[config.mk]
export PLATFORM = sky130hd
export DESIGN_NAME = orientation_rep_counter_top_flat
export DESIGN_NICKNAME = d
export VERILOG_FILES = /design/src/rtl/orc_pkg.sv /design/src/rtl/orc_in_if.sv /design/src/rtl/orc_out_if.sv /design/src/rtl/orientation_rep_counter_top.sv /design/src/rtl/orc_near.sv /design/src/rtl/orc_core.sv /design/src/flat_wrapper.sv
export VERILOG_INCLUDE_DIRS = /design/src /design/src/rtl
export SDC_FILE = /design/constraint.sdc
export NUM_CORES = 1
export LEC_CHECK = 0
export BUFFER_PORTS_ARGS = -buffer_cell sky130_fd_sc_hd__buf_2
export CORE_MARGIN = 1.5
export CORE_UTILIZATION = 55
export CTS_BUF_LIST = sky130_fd_sc_hd__clkbuf_8
export DETAILED_ROUTE_END_ITERATION = 8
export PLACE_DENSITY = 0.79
export SYNTH_ARGS = -nofsm -noshare
export SYNTH_HDL_FRONTEND = slang
export SYNTH_SLANG_ARGS = --single-unit
[constraint.sdc]
create_clock -name i_clk -period 14 [get_ports i_clk]
set_input_delay 0.7 -clock i_clk [delete_from_list [all_inputs] [get_ports i_clk]]
set_output_delay 0.7 -clock i_clk [all_outputs]
set_load 0.02 [all_outputs]
[src/rtl/assert_macros.svh]
// Assertion macros used by the RTL of the rep counter (the top level includes them).
`ifndef ASSERT_MACROS_SVH
`define ASSERT_MACROS_SVH

// Plain clocked property, disabled while reset is held.
`define ORC_ASSERT(label, clk, rst_n, prop, msg) \
    label: assert property (@(posedge clk) disable iff (!rst_n) prop) else $error(msg);

// Same-cycle implication.
`define ORC_ASSERT_IMPL(label, clk, rst_n, ante, cons, msg) \
    label: assert property (@(posedge clk) disable iff (!rst_n) (ante) |-> (cons)) else $error(msg);

// Next-cycle implication.
`define ORC_ASSERT_NEXT(label, clk, rst_n, ante, cons, msg) \
    label: assert property (@(posedge clk) disable iff (!rst_n) (ante) |=> (cons)) else $error(msg);

`endif

[src/rtl/orc_pkg.sv]
// Package of the rep counter: types, codes and constants.
`default_nettype none

package orc_pkg;

    // Q1.14 orientation component and quaternion, index 0 = w, 1 = x, 2 = y, 3 = z
    localparam int COMP_W  = 16;
    localparam int TOL_W   = 15;
    localparam int COUNT_W = 16;

    typedef logic [COMP_W-1:0] t_comp;
    typedef t_comp [3:0]       t_quat;

    localparam t_comp Q_ONE = 16'h4000;
    localparam t_quat QUAT_IDENTITY = {16'h0000, 16'h0000, 16'h0000, Q_ONE};

    localparam logic [TOL_W-1:0]   TOL_RESET = 15'd4915;
    localparam logic [COUNT_W-1:0] COUNT_MAX = 16'hFFFF;

    typedef enum logic {
        OP_SAMPLE = 1'b0,
        OP_POSE   = 1'b1
    } t_opcode;

    typedef enum logic [1:0] {
        POSE_OTHER       = 2'd0,
        POSE_THUMB_PINKY = 2'd1,
        POSE_SPREAD      = 2'd2,
        POSE_UNUSED      = 2'd3
    } t_pose;

    localparam logic [1:0] PULSES_NONE = 2'd0;
    localparam logic [1:0] PULSES_ONE  = 2'd1;
    localparam logic [1:0] PULSES_TWO  = 2'd2;

    // One input item as held in the input register
    typedef struct packed {
        t_opcode opcode;
        t_quat   quat;
        t_pose   pose;
    } t_item;

    // One result item
    typedef struct packed {
        logic [COUNT_W-1:0] rep_count;
        logic               rep_done;
        logic [COUNT_W-1:0] reported_reps;
        logic               report_valid;
        logic [1:0]         vibrate_pulses;
        logic               in_set_flag;
    } t_result;

endpackage

`default_nettype wire

[src/rtl/orc_in_if.sv]
// Input channel: orientation samples and pose events.
`default_nettype none

interface orc_in_if;
    logic        valid;
    logic        ready;
    logic        opcode;
    logic [15:0] quat_w;
    logic [15:0] quat_x;
    logic [15:0] quat_y;
    logic [15:0] quat_z;
    logic [1:0]  pose_code;

    modport source (output valid, opcode, quat_w, quat_x, quat_y, quat_z, pose_code,
                    input ready);
    modport sink   (input valid, opcode, quat_w, quat_x, quat_y, quat_z, pose_code,
                    output ready);
endinterface

`default_nettype wire

[src/rtl/orc_out_if.sv]
// Output channel: one result per input transaction.
`default_nettype none

interface orc_out_if;
    logic        valid;
    logic        ready;
    logic [15:0] rep_count;
    logic        rep_done;
    logic [15:0] reported_reps;
    logic        report_valid;
    logic [1:0]  vibrate_pulses;
    logic        in_set_flag;

    modport source (output valid, rep_count, rep_done, reported_reps, report_valid,
                    vibrate_pulses, in_set_flag, input ready);
    modport sink   (input valid, rep_count, rep_done, reported_reps, report_valid,
                    vibrate_pulses, in_set_flag, output ready);
endinterface

`default_nettype wire

[src/rtl/orientation_rep_counter_top.sv]
// Rep counter top level: input register, rep logic, result register, tolerance register.
//
// One transaction in, one result out. The block accepts an item in every cycle
// while the output is not stalled. An item waits in the input register, where the
// tolerance compares and flag updates run. Its result is loaded into the result
// register when the result register is free or being emptied, and is presented
// from there to the output channel. Throughput is one item per cycle while the
// output is not stalled, set by that single compare-and-update path, which also
// carries the rep state from one item to the next. A stalled output holds both
// registers and drops input ready once the input register is full. The tolerance
// register resets to 0.3 in Q1.14. The user must write it through i_cfg_we /
// i_cfg_wdata only while no transaction is in flight; the block does not enforce it.
`default_nettype none
`include "assert_macros.svh"

module orientation_rep_counter_top (
    input  wire                       i_clk,
    input  wire                       i_rst_n,
    input  wire                       i_cfg_we,
    input  wire [orc_pkg::TOL_W-1:0]  i_cfg_wdata,
    orc_in_if.sink                    i_in,
    orc_out_if.source                 o_out
);

    logic [orc_pkg::TOL_W-1:0] r_tolerance;
    logic                      r_in_valid;
    orc_pkg::t_item            r_item;
    logic                      r_out_valid;
    orc_pkg::t_result          r_out;
    orc_pkg::t_result          w_result;
    logic                      w_advance;
    logic                      w_in_accept;

    // Item moves on when the result register is free or being emptied
    assign w_advance   = r_in_valid && (!r_out_valid || o_out.ready);
    assign i_in.ready  = !r_in_valid || w_advance;
    assign w_in_accept = i_in.valid && i_in.ready;

    // Tolerance register
    always_ff @(posedge i_clk) begin
        if (!i_rst_n) begin
            r_tolerance <= orc_pkg::TOL_RESET;
        end else if (i_cfg_we) begin
            r_tolerance <= i_cfg_wdata;
        end
    end

    // Input register
    always_ff @(posedge i_clk) begin
        if (!i_rst_n) begin
            r_in_valid <= 1'b0;
        end else if (i_in.ready) begin
            r_in_valid <= i_in.valid;
        end
    end

    always_ff @(posedge i_clk) begin
        if (w_in_accept) begin
            r_item.opcode <= orc_pkg::t_opcode'(i_in.opcode);
            r_item.quat   <= {i_in.quat_z, i_in.quat_y, i_in.quat_x, i_in.quat_w};
            r_item.pose   <= orc_pkg::t_pose'(i_in.pose_code);
        end
    end

    orc_core u_core (
        .i_clk     (i_clk),
        .i_rst_n   (i_rst_n),
        .i_advance (w_advance),
        .i_item    (r_item),
        .i_tol     (r_tolerance),
        .o_result  (w_result)
    );

    // Result register
    always_ff @(posedge i_clk) begin
        if (!i_rst_n) begin
            r_out_valid <= 1'b0;
        end else if (w_advance) begin
            r_out_valid <= 1'b1;
        end else if (o_out.ready) begin
            r_out_valid <= 1'b0;
        end
    end

    always_ff @(posedge i_clk) begin
        if (w_advance) begin
            r_out <= w_result;
        end
    end

    assign o_out.valid          = r_out_valid;
    assign o_out.rep_count      = r_out.rep_count;
    assign o_out.rep_done       = r_out.rep_done;
    assign o_out.reported_reps  = r_out.reported_reps;
    assign o_out.report_valid   = r_out.report_valid;
    assign o_out.vibrate_pulses = r_out.vibrate_pulses;
    assign o_out.in_set_flag    = r_out.in_set_flag;

    // Checks
    `ORC_ASSERT_NEXT(a_adv_fills_out, i_clk, i_rst_n, w_advance, r_out_valid, "result lost")
    `ORC_ASSERT_NEXT(a_in_held, i_clk, i_rst_n, r_in_valid && !w_advance, r_in_valid, "item dropped")
    `ORC_ASSERT_IMPL(a_report_in_set, i_clk, i_rst_n, r_out_valid && r_out.report_valid, r_out.in_set_flag && r_out.vibrate_pulses == orc_pkg::PULSES_TWO, "report outside set")
    `ORC_ASSERT_IMPL(a_done_count, i_clk, i_rst_n, r_out_valid && r_out.rep_done, r_out.rep_count != '0 && !r_out.report_valid, "rep done with zero count")
    `ORC_ASSERT(a_cfg_idle, i_clk, i_rst_n, i_cfg_we |-> !r_in_valid && !r_out_valid, "tolerance written while busy")

endmodule

`default_nettype wire

[src/rtl/orc_near.sv]
// Closeness compare: every component within reference +/- tolerance.
`default_nettype none

module orc_near (
    input  wire orc_pkg::t_quat          i_cur,
    input  wire orc_pkg::t_quat          i_ref,
    input  wire [orc_pkg::TOL_W-1:0]     i_tol,
    output logic                         o_near
);

    logic signed [17:0] w_tol;
    logic [3:0]         w_ok;

    assign w_tol = signed'({3'b000, i_tol});

    // Per-component signed difference against the band, bounds inclusive
    always_comb begin
        logic signed [17:0] diff;
        for (int k = 0; k < 4; k++) begin
            diff = signed'({{2{i_cur[k][15]}}, i_cur[k]})
                 - signed'({{2{i_ref[k][15]}}, i_ref[k]});
            w_ok[k] = (diff <= w_tol) && (diff >= -w_tol);
        end
    end

    assign o_near = &w_ok;

endmodule

`default_nettype wire

[src/rtl/orc_core.sv]
// Rep state: references, set and rep flags, counter, and per-item result logic.
`default_nettype none

module orc_core (
    input  wire                         i_clk,
    input  wire                         i_rst_n,
    input  wire                         i_advance,
    input  wire orc_pkg::t_item         i_item,
    input  wire [orc_pkg::TOL_W-1:0]    i_tol,
    output orc_pkg::t_result            o_result
);

    orc_pkg::t_quat              r_last, n_last;
    orc_pkg::t_quat              r_start, n_start;
    orc_pkg::t_quat              r_end, n_end;
    logic                        r_start_cap, n_start_cap;
    logic                        r_end_cap, n_end_cap;
    logic                        r_set, n_set;
    logic                        r_reached_start, n_reached_start;
    logic                        r_reached_end, n_reached_end;
    logic [orc_pkg::COUNT_W-1:0] r_count, n_count;

    logic w_near_start;
    logic w_near_end;

    orc_near u_near_start (
        .i_cur  (i_item.quat),
        .i_ref  (r_start),
        .i_tol  (i_tol),
        .o_near (w_near_start)
    );

    orc_near u_near_end (
        .i_cur  (i_item.quat),
        .i_ref  (r_end),
        .i_tol  (i_tol),
        .o_near (w_near_end)
    );

    // Next state and result for the item in the input register
    always_comb begin
        n_last          = r_last;
        n_start         = r_start;
        n_end           = r_end;
        n_start_cap     = r_start_cap;
        n_end_cap       = r_end_cap;
        n_set           = r_set;
        n_reached_start = r_reached_start;
        n_reached_end   = r_reached_end;
        n_count         = r_count;
        o_result        = '0;

        if (i_item.opcode == orc_pkg::OP_SAMPLE) begin
            n_last = i_item.quat;
            if (r_set) begin
                if (w_near_start) begin
                    if (!r_reached_start) begin
                        n_reached_start = 1'b1;
                    end else if (r_reached_end) begin
                        if (r_count != orc_pkg::COUNT_MAX) begin
                            n_count = r_count + 16'd1;
                        end
                        n_reached_start    = 1'b0;
                        n_reached_end      = 1'b0;
                        o_result.rep_done  = 1'b1;
                    end
                end else if (w_near_end && r_reached_start) begin
                    n_reached_end = 1'b1;
                end
            end
        end else begin
            case (i_item.pose)
                orc_pkg::POSE_THUMB_PINKY: begin
                    if (!r_start_cap) begin
                        n_start_cap = 1'b1;
                        n_start     = r_last;
                    end else if (!r_end_cap) begin
                        n_end_cap = 1'b1;
                        n_end     = r_last;
                    end
                end
                orc_pkg::POSE_SPREAD: begin
                    if (!r_set) begin
                        n_set                   = 1'b1;
                        o_result.vibrate_pulses = orc_pkg::PULSES_ONE;
                    end else begin
                        o_result.vibrate_pulses = orc_pkg::PULSES_TWO;
                        o_result.reported_reps  = r_count;
                        o_result.report_valid   = 1'b1;
                        n_count                 = '0;
                    end
                end
                default: begin
                end
            endcase
        end

        o_result.rep_count   = n_count;
        o_result.in_set_flag = n_set;
    end

    // State registers, updated as each item moves to the result register
    always_ff @(posedge i_clk) begin
        if (!i_rst_n) begin
            r_last          <= orc_pkg::QUAT_IDENTITY;
            r_start         <= orc_pkg::QUAT_IDENTITY;
            r_end           <= orc_pkg::QUAT_IDENTITY;
            r_start_cap     <= 1'b0;
            r_end_cap       <= 1'b0;
            r_set           <= 1'b0;
            r_reached_start <= 1'b0;
            r_reached_end   <= 1'b0;
            r_count         <= '0;
        end else if (i_advance) begin
            r_last          <= n_last;
            r_start         <= n_start;
            r_end           <= n_end;
            r_start_cap     <= n_start_cap;
            r_end_cap       <= n_end_cap;
            r_set           <= n_set;
            r_reached_start <= n_reached_start;
            r_reached_end   <= n_reached_end;
            r_count         <= n_count;
        end
    end

endmodule

`default_nettype wire
[src/flat_wrapper.sv]
// flat-port wrapper written by rule: the top's interface ports become plain ports
module orientation_rep_counter_top_flat 
  (i_clk, i_rst_n, i_cfg_we, i_cfg_wdata, i_in_valid, i_in_opcode, i_in_quat_w, i_in_quat_x, i_in_quat_y, i_in_quat_z, i_in_pose_code, i_in_ready, o_out_valid, o_out_rep_count, o_out_rep_done, o_out_reported_reps, o_out_report_valid, o_out_vibrate_pulses, o_out_in_set_flag, o_out_ready);
  orc_in_if i_in_i ();
  orc_out_if o_out_i ();
  input  wire i_clk;
  input  wire i_rst_n;
  input  wire i_cfg_we;
  input  wire [orc_pkg::TOL_W-1:0] i_cfg_wdata;
  input wire logic [$bits(i_in_i.valid)-1:0] i_in_valid;
  input wire logic [$bits(i_in_i.opcode)-1:0] i_in_opcode;
  input wire logic [$bits(i_in_i.quat_w)-1:0] i_in_quat_w;
  input wire logic [$bits(i_in_i.quat_x)-1:0] i_in_quat_x;
  input wire logic [$bits(i_in_i.quat_y)-1:0] i_in_quat_y;
  input wire logic [$bits(i_in_i.quat_z)-1:0] i_in_quat_z;
  input wire logic [$bits(i_in_i.pose_code)-1:0] i_in_pose_code;
  output wire logic [$bits(i_in_i.ready)-1:0] i_in_ready;
  output wire logic [$bits(o_out_i.valid)-1:0] o_out_valid;
  output wire logic [$bits(o_out_i.rep_count)-1:0] o_out_rep_count;
  output wire logic [$bits(o_out_i.rep_done)-1:0] o_out_rep_done;
  output wire logic [$bits(o_out_i.reported_reps)-1:0] o_out_reported_reps;
  output wire logic [$bits(o_out_i.report_valid)-1:0] o_out_report_valid;
  output wire logic [$bits(o_out_i.vibrate_pulses)-1:0] o_out_vibrate_pulses;
  output wire logic [$bits(o_out_i.in_set_flag)-1:0] o_out_in_set_flag;
  input wire logic [$bits(o_out_i.ready)-1:0] o_out_ready;
  assign i_in_i.valid = i_in_valid;
  assign i_in_i.opcode = i_in_opcode;
  assign i_in_i.quat_w = i_in_quat_w;
  assign i_in_i.quat_x = i_in_quat_x;
  assign i_in_i.quat_y = i_in_quat_y;
  assign i_in_i.quat_z = i_in_quat_z;
  assign i_in_i.pose_code = i_in_pose_code;
  assign i_in_ready = i_in_i.ready;
  assign o_out_valid = o_out_i.valid;
  assign o_out_rep_count = o_out_i.rep_count;
  assign o_out_rep_done = o_out_i.rep_done;
  assign o_out_reported_reps = o_out_i.reported_reps;
  assign o_out_report_valid = o_out_i.report_valid;
  assign o_out_vibrate_pulses = o_out_i.vibrate_pulses;
  assign o_out_in_set_flag = o_out_i.in_set_flag;
  assign o_out_i.ready = o_out_ready;
  orientation_rep_counter_top u_core (.i_clk(i_clk), .i_rst_n(i_rst_n), .i_cfg_we(i_cfg_we), .i_cfg_wdata(i_cfg_wdata), .i_in(i_in_i), .o_out(o_out_i));
endmodule
==> results of run 1 <==
[metrics by stage]
step	setup WS (ps)	util	cells
2_1_floorplan	9270	-	2866
3_3_place_gp	8631	0.5852	3512
6_report	8338	0.6168	3624
5_1_grt	7805	0.6167	3622
4_1_cts	8437	0.6167	3622
3_5_place_dp	8466	0.5852	3512
[cell families (layout without fill, tap and decap cells)]
| logic type | Yosys count | in the layout | share of synthesized area |
|---|---|---|---|
| muxes | 15 | 15 | 0.006332 |
| xor gates and xnor gates | 106 | 106 | 0.03883 |
| DFF | 333 | 333 | 0.3219 |
| other | 0 | 2 | 0 |
| buffers and inverters | 299 | 470 | 0.04752 |
| adders and majority gates | 394 | 394 | 0.2087 |
| and+or+nand+nor | 978 | 978 | 0.1845 |
| AOI/OAI and AO/OA | 741 | 741 | 0.1922 |
[Yosys cell counts (26+ instances only)]
cell	number	area (um2)
a21oi_1	355	1777
a21o_1	59	442.9
clkbuf_1	77	289.0
o21ai_0	96	480.5
o211ai_1	32	240.2
xnor2_1	85	744.5
nand2_1	505	1896
ha_1	386	4830
nor3_1	40	200.2
nand2b_1	26	162.7
nor2_1	158	593.1
nor2b_1	35	219.0
inv_1	210	788.3
dfxtp_1	230	4604
edfxtp_1	103	3093
nand3_1	70	350.3
nand4_1	51	319.1
[worst paths after layout]
path	start	end	depth (start not counted)
worst min register to register	u_core.u_core.r_end[7]$_SDFFE_PN0P_	u_core.u_core.r_end[7]$_SDFFE_PN0P_	2
worst max-delay path	u_core.r_tolerance[2]$_SDFFE_PN0P_	u_core.o_out.rep_count[3]$_DFFE_PP_	18
worst min-delay path	i_in_quat_w[9]	u_core.r_item[11]$_DFFE_PP_	1
worst max register to register	u_core.r_tolerance[2]$_SDFFE_PN0P_	u_core.o_out.rep_count[3]$_DFFE_PP_	18
[final cells by class]
cell class	count	area, um2
Tap cell	585	732.0
Sequential cell	333	7697
Antenna cell	2	5.005
Clock buffer	69	949.7
Multi-Input combinational cell	2234	15120
Timing Repair Buffer	148	798.3
Fill cell	3738	16470
Inverter	212	800.8
Clock inverter	41	402.9
[layer usage]
metal | GRT usage | share of wire | vias to the layer above
met2 | 0.5130 | 0.48 | 821
met1 | 0.3559 | 0.42 | 10090
li1 | - | - | 10450
met5 | 0 | 0 | -
met4 | 0.1318 | 0.039 | 0
met3 | 0.04094 | 0.062 | 159
[where the power goes]
part           total (uW)  switching, uW  internal (uW)
logic                 562            344            219
registers            1050           22.3           1020
clock network        1030            416            613
total                2640            781           1850
[flip-flops by register name, indices dropped and copies added, names as in the netlist, 2 cells and up]
register / flops
u_core.u_core.r_end: 64
u_core.r_tolerance: 15
u_core.o_out.rep_count: 16
u_core.u_core.r_start: 64
u_core.r_item: 67
u_core.o_out.vibrate_pulses: 2
u_core.u_core.r_count: 16
u_core.o_out.reported_reps: 16
u_core.u_core.r_last: 64
==> results.tsv, run 1 <==
stage	metric	value	unit
finish	design_area	26510	um2
clock_tree	cts_setup_buffers	0	
synth	synth.avg_cell_area	8.342	um2
drt	vias	21520	
power_and_ir_drop	power.leakage	0.01063	uW
finish	layout_commonest_cell	nand2_1	
critical_path	cp_num_buf_inv	1	
floorplan	die_w	211.5	um
drt	ant_nets	0	
floorplan	start_util	0.5563	
timing	worst_clock_skew	27.21	ps
timing	final.setup.tns	0	ps
timing	setup_violations	0	
clock_tree	htreeDepth	2	
timing	whs	208.2	ps
job	cap_violations	0	
critical_path	worstPathMaxFanout	23	
floorplan	core_area	42980	um2
finish	layout.nets	3468	
timing	post-route-min-period	5662	ps
synth	synth_cells	2866	
timing	final-max-slew-violation-count	0	
power_and_ir_drop	finalPower	2636	uW
timing	min_period_over_period	0.4044	
clock_tree	cts_root_buf	clkbuf_8	
floorplan	die_h	211.5	um
synth	synthesis.nets	3347	
power_and_ir_drop	peakVddDrop	0.08137	mV
timing	worstMarginPinSlew	1205	ps
finish	final_cell_mix	nand2_1, ha_1, a21oi_1, inv_1, dfxtp_1	
critical_path	arrival	6070	ps
placement	place.gp.congestion	0.9403	
finish	drive_gt1_frac	0.09022	
critical_path	r2r_setup_slack	8340	ps
drt	detailedRoute.firstIterationViolations	1641	
global_route	antenna_found_initial	1	
synth	netlist_area	23910	um2
timing	final_hold_viol_count	0	
power_and_ir_drop	p_per_area	99.44	nW/um2
global_route	grt_pass1_wl	104.8	mm
synth	synthArstFlopShare	0	
floorplan	num_rows	76	
run_status	outcome	finished clean	
timing	fmax	176.6	MHz
placement	hpwlAfterDp	48.35	mm
synth	synth_cell_types	92	
clock_tree	cts_tree	yes	
clock_tree	cts_made_buffers	58	
clock_tree	clk_latency	670	ps
floorplan	die-area	44730	um2
clock_tree	clk_pin_slew	70	ps
placement	post_dp_cell_area	25150	um2
synth	synthFlopType	dfxtp_1	
global_route	grt_max_degree	129	
min_path	hold_path.class	in -> reg	
drt	wl_per_cell	18.28	um
global_route	grtUsageTotal	0.2928	
critical_path	crit_required	14400	ps
drt	drt-vias-per-instance	5.938	
critical_path	path_cells	nor4_1 -> nand3_1 -> nor3_1 -> nand2_1 -> nor4_1 -> xnor2_1 -> buf_4 -> ha_1 -> nand2_1 -> a21oi_1 -> a211oi_1 -> o21ai_0 -> a21oi_1 -> or4b_1 -> nor3_4 -> nand2_2 -> o311a_1 -> or2_1	
critical_path	cpPeakStageDelay	660	ps
drt	firstDrtPassIters	8	
clock_tree	clock_tree.buffer_depth	3	
critical_path	cp-start-kind	register	
critical_path	path_class	reg -> reg	
global_route	grt_overflow	0	
critical_path	end_kind	register	
drt	drc	0	
drt	drt-total-wl	66.25	mm
timing	rsz0062_at_grt	false	
synth	ys_ff_latch	333	
timing	max-slew-margin-rel	0.1969	
synth	synth_edf_count	103	
placement	io_buffers	125	
clock_tree	cts.sinks	333	
floorplan	ios	126	
critical_path	cp_top_family	simple AND/OR/NAND/NOR gates	
finish	area.growth.synth_to_final	10.88	%
clock_tree	cts_resized	0	
synth	yosysSeqAreaShare	0.3219	
critical_path	critical_path.slowest_cell	or4b_1	
clock_tree	ctsHoldBuffers	0	
global_route	first_global_vias	20730	
synth	yosys_warnings	0	
(Power assumes the default switching activity.)
==> run 2, diff against run 1 <==
--- a/config.mk
+++ b/config.mk
@@ -6,6 +6,7 @@
 export SDC_FILE = /design/constraint.sdc
 export NUM_CORES = 1
 export LEC_CHECK = 0
+export ABC_AREA = 1
 export BUFFER_PORTS_ARGS = -buffer_cell sky130_fd_sc_hd__buf_2
 export CORE_MARGIN = 1.5
 export CORE_UTILIZATION = 55
==> constraint.sdc (replaced) <==
create_clock -name i_clk -period 5.7 [get_ports i_clk]
set_input_delay 0.285 -clock i_clk [delete_from_list [all_inputs] [get_ports i_clk]]
set_output_delay 0.285 -clock i_clk [all_outputs]
set_load 0.02 [all_outputs]
==> results.tsv, run 2 <==
stage	metric	value	unit	change
critical_path	worstPathMaxFanout	11		-52%
timing	worst_clock_skew	38.80	ps	+11.58 ps
synth	synth_top_area_frac	0.1981		-0.003867
timing	max-slew-margin-rel	0.2687		+0.07178
synth	ys_ff_latch	333		unchanged
finish	layout_commonest_cell	nand2_1		
finish	stdcell_count	4050		+12%
synth	synth_cell_types	49		-47%
critical_path	cp-start-kind	register		
drt	firstDrtPassIters	5		-3
clock_tree	cts_setup_buffers	0		unchanged
critical_path	reg2reg_to	u_core.o_out.rep_count[2]$_DFFE_PP_		
power_and_ir_drop	peakVddDrop	0.2170	mV	+170%
critical_path	r2r-start	u_core.r_tolerance[1]$_SDFFE_PN1P_		
finish	layout.nets	3898		+12%
timing	rsz0062_at_grt	false		
min_path	min_to	u_core.r_tolerance[8]$_SDFFE_PN1P_		
clock_tree	cts_resized	0		unchanged
drt	vias	21980		+2.1%
floorplan	die_h	213.5	um	+0.96%
timing	final_hold_viol_count	0		unchanged
finish	design_area	27770	um2	+4.8%
clock_tree	clk_pin_slew	60	ps	about the same
drt	drt-total-wl	63.76	mm	-3.8%
synth	synth.most_common_cell	nand2_1		
drt	ant_nets	0		unchanged
drt	wl_per_cell	15.74	um	-14%
synth	yosys_warnings	0		unchanged
min_path	hold_path.class	in -> reg		
floorplan	ios	126		unchanged
global_route	grt_pass1_wl	102.4	mm	-2.2%
global_route	antenna_found_initial	0		-1
drt	detailedRoute.firstIterationViolations	1743		+6.2%
finish	antenna_cells	0		-2
synth	synth_edf_count	103		unchanged
synth	synthArstFlopShare	0		unchanged
timing	post-route-min-period	4831	ps	-831.0 ps
floorplan	die_w	213.5	um	+0.96%
critical_path	arrival	5240	ps	-830 ps
clock_tree	clk_latency	670	ps	about the same
floorplan	core_area	43360	um2	+0.89%
run_status	outcome	finished clean		
clock_tree	cts_made_buffers	57		-1.7%
floorplan	die-area	45590	um2	+1.9%
timing	worstMarginPinSlew	1097	ps	-107.7 ps
finish	drive_gt1_frac	0.08629		-0.003929
clock_tree	cts_tree	yes		
clock_tree	htreeDepth	2		unchanged
power_and_ir_drop	p_per_area	241.9	nW/um2	+140%
timing	fmax	207.0	MHz	+17%
synth	synth.avg_cell_area	7.632	um2	-8.5%
clock_tree	cts_root_buf	clkbuf_8		
floorplan	num_rows	76		unchanged
finish	utilization	0.6405		+0.02368
clock_tree	ctsHoldBuffers	83		+83
clock_tree	clock_tree.buffer_depth	3		unchanged
synth	yosysSeqAreaShare	0.3158		-0.006164
critical_path	r2r_setup_slack	870	ps	-7470 ps
floorplan	start_util	0.5622		+0.005883
timing	final-max-slew-violation-count	0		unchanged
placement	place.gp.congestion	1.005		+6.9%
critical_path	rr_worst_depth	26		+8
critical_path	crit_start	u_core.r_tolerance[1]$_SDFFE_PN1P_		
synth	netlist_area	24380	um2	+2.0%
timing	min_period_over_period	0.8475		+0.4431
job	cap_violations	0		unchanged
synth	synthTopCellsByArea	ha_1, dfxtp_1, edfxtp_1		
synth	synthFlopType	dfxtp_1		
global_route	first_global_vias	20680		-0.22%
synth	synth_common_cells	nand2_1, inv_1, ha_1		
synth	synthesis.nets	3675		+9.8%
finish	area.growth.synth_to_final	13.93	%	
power_and_ir_drop	power.leakage	0.01311	uW	+23%
placement	place_ws	957.9	ps	-7508 ps
finish	largest_reg_flops	67		unchanged
min_path	hp-start	i_cfg_we		
critical_path	end_kind	register		
drt	drt-vias-per-instance	5.427		-8.6%
timing	final.setup.tns	0	ps	unchanged
drt	drc	0		unchanged
synth	synth_cells	3194		+11%
global_route	grt_overflow	0		unchanged
finish	largest_register	u_core.r_item		
critical_path	crit_required	6110	ps	-8290 ps
placement	dp_cells	3860		+9.9%
finish	final_cell_mix	nand2_1, inv_1, ha_1, a21oi_1, o21ai_0		
placement	io_buffers	125		unchanged
min_path	whs_path_depth	2		+1
clock_tree	cts.sinks	333		unchanged
placement	post_dp_cell_area	25690	um2	+2.2%
timing	setup_slack	869.3	ps	-7469 ps
global_route	grt_max_degree	125		-3.1%
placement	hpwlAfterDp	46.24	mm	-4.4%
global_route	grtUsageTotal	0.2815		-0.01131
critical_path	path_class	reg -> reg		
timing	setup_violations	0		unchanged
synth	synth_top_cell_by_area	ha_1		
==> run 2: cells by family (layout without fill, tap and decap cells) <==
kind of cell    count (synthesis)  after routing  synth area share
buf+inv                       526            797           0.08202
flops                         333            333            0.3158
compound gates                751            751            0.1646
fa+ha+maj                     394            394            0.2047
simple gates                 1067           1067            0.1887
xor+xnor                      123            123           0.04419
==> run 2: worst max path at each step <==
stage | to | cells after the start
2_1_floorplan | u_core.o_out.rep_count[2]$_DFFE_PP_ | 25
3_5_place_dp | u_core.o_out.rep_count[2]$_DFFE_PP_ | 25
5_1_grt | u_core.o_out.rep_count[2]$_DFFE_PP_ | 25
6_report | u_core.o_out.rep_count[2]$_DFFE_PP_ | 26
3_3_place_gp | u_core.o_out.rep_count[2]$_DFFE_PP_ | 25
4_1_cts | u_core.o_out.rep_count[2]$_DFFE_PP_ | 25
==> run 2: per-layer routing <==
metal / vias up / GRT usage / share of wire
met5: - / 0 / 0
met4: 0 / 0.1030 / 0.029
met3: 131 / 0.04379 / 0.069
met2: 631 / 0.4669 / 0.45
met1: 9982 / 0.3704 / 0.45
li1: 11240 / - / -
==> run 2: power breakdown <==
part	switching [uW]	internal, uW
sequential	65.2	2540
combinational	1100	677
clock	1020	1320
total	2180	4540
==> run 2: per-stage QoR <==
stage               hold WS, ps  total power (uW)
finish                    38.09              6719
detailed placement        454.1              4351
global route              58.73              7127
floorplan                 383.9              3884
CTS                      0.2988              6742
global placement          446.9              4310
==> run 2: cell type report <==
| type | instances | area, um2 |
|---|---|---|
| Sequential cell | 333 | 7697 |
| Fill cell | 3850 | 15590 |
| Inverter | 448 | 1683 |
| Clock buffer | 65 | 894.6 |
| Timing Repair Buffer | 242 | 1714 |
| Multi-Input combinational cell | 2335 | 14700 |
| Tap cell | 585 | 732.0 |
| Clock inverter | 42 | 351.6 |
==> run 2: critical path: stages (launching register included) <==
cell and delay (ps):
dfxtp_1 310, inv_1 310, ha_1 260, nand3_1 120, nor2_1 130, nand2_1 90, nor2_1 110, nand2_1 80
inv_1 70, nand4_1 100, nor2_1 200, nand3_1 130, xor2_1 170, inv_1 240, ha_1 370, nand2_1 50
nor2_1 160, nor4b_1 250, nand3_1 130, nand3_1 160, nand4_1 170, nor2_4 140, nand3_4 140, nor2_4 380
nand3_1 130, nand2_1 120, inv_1 40
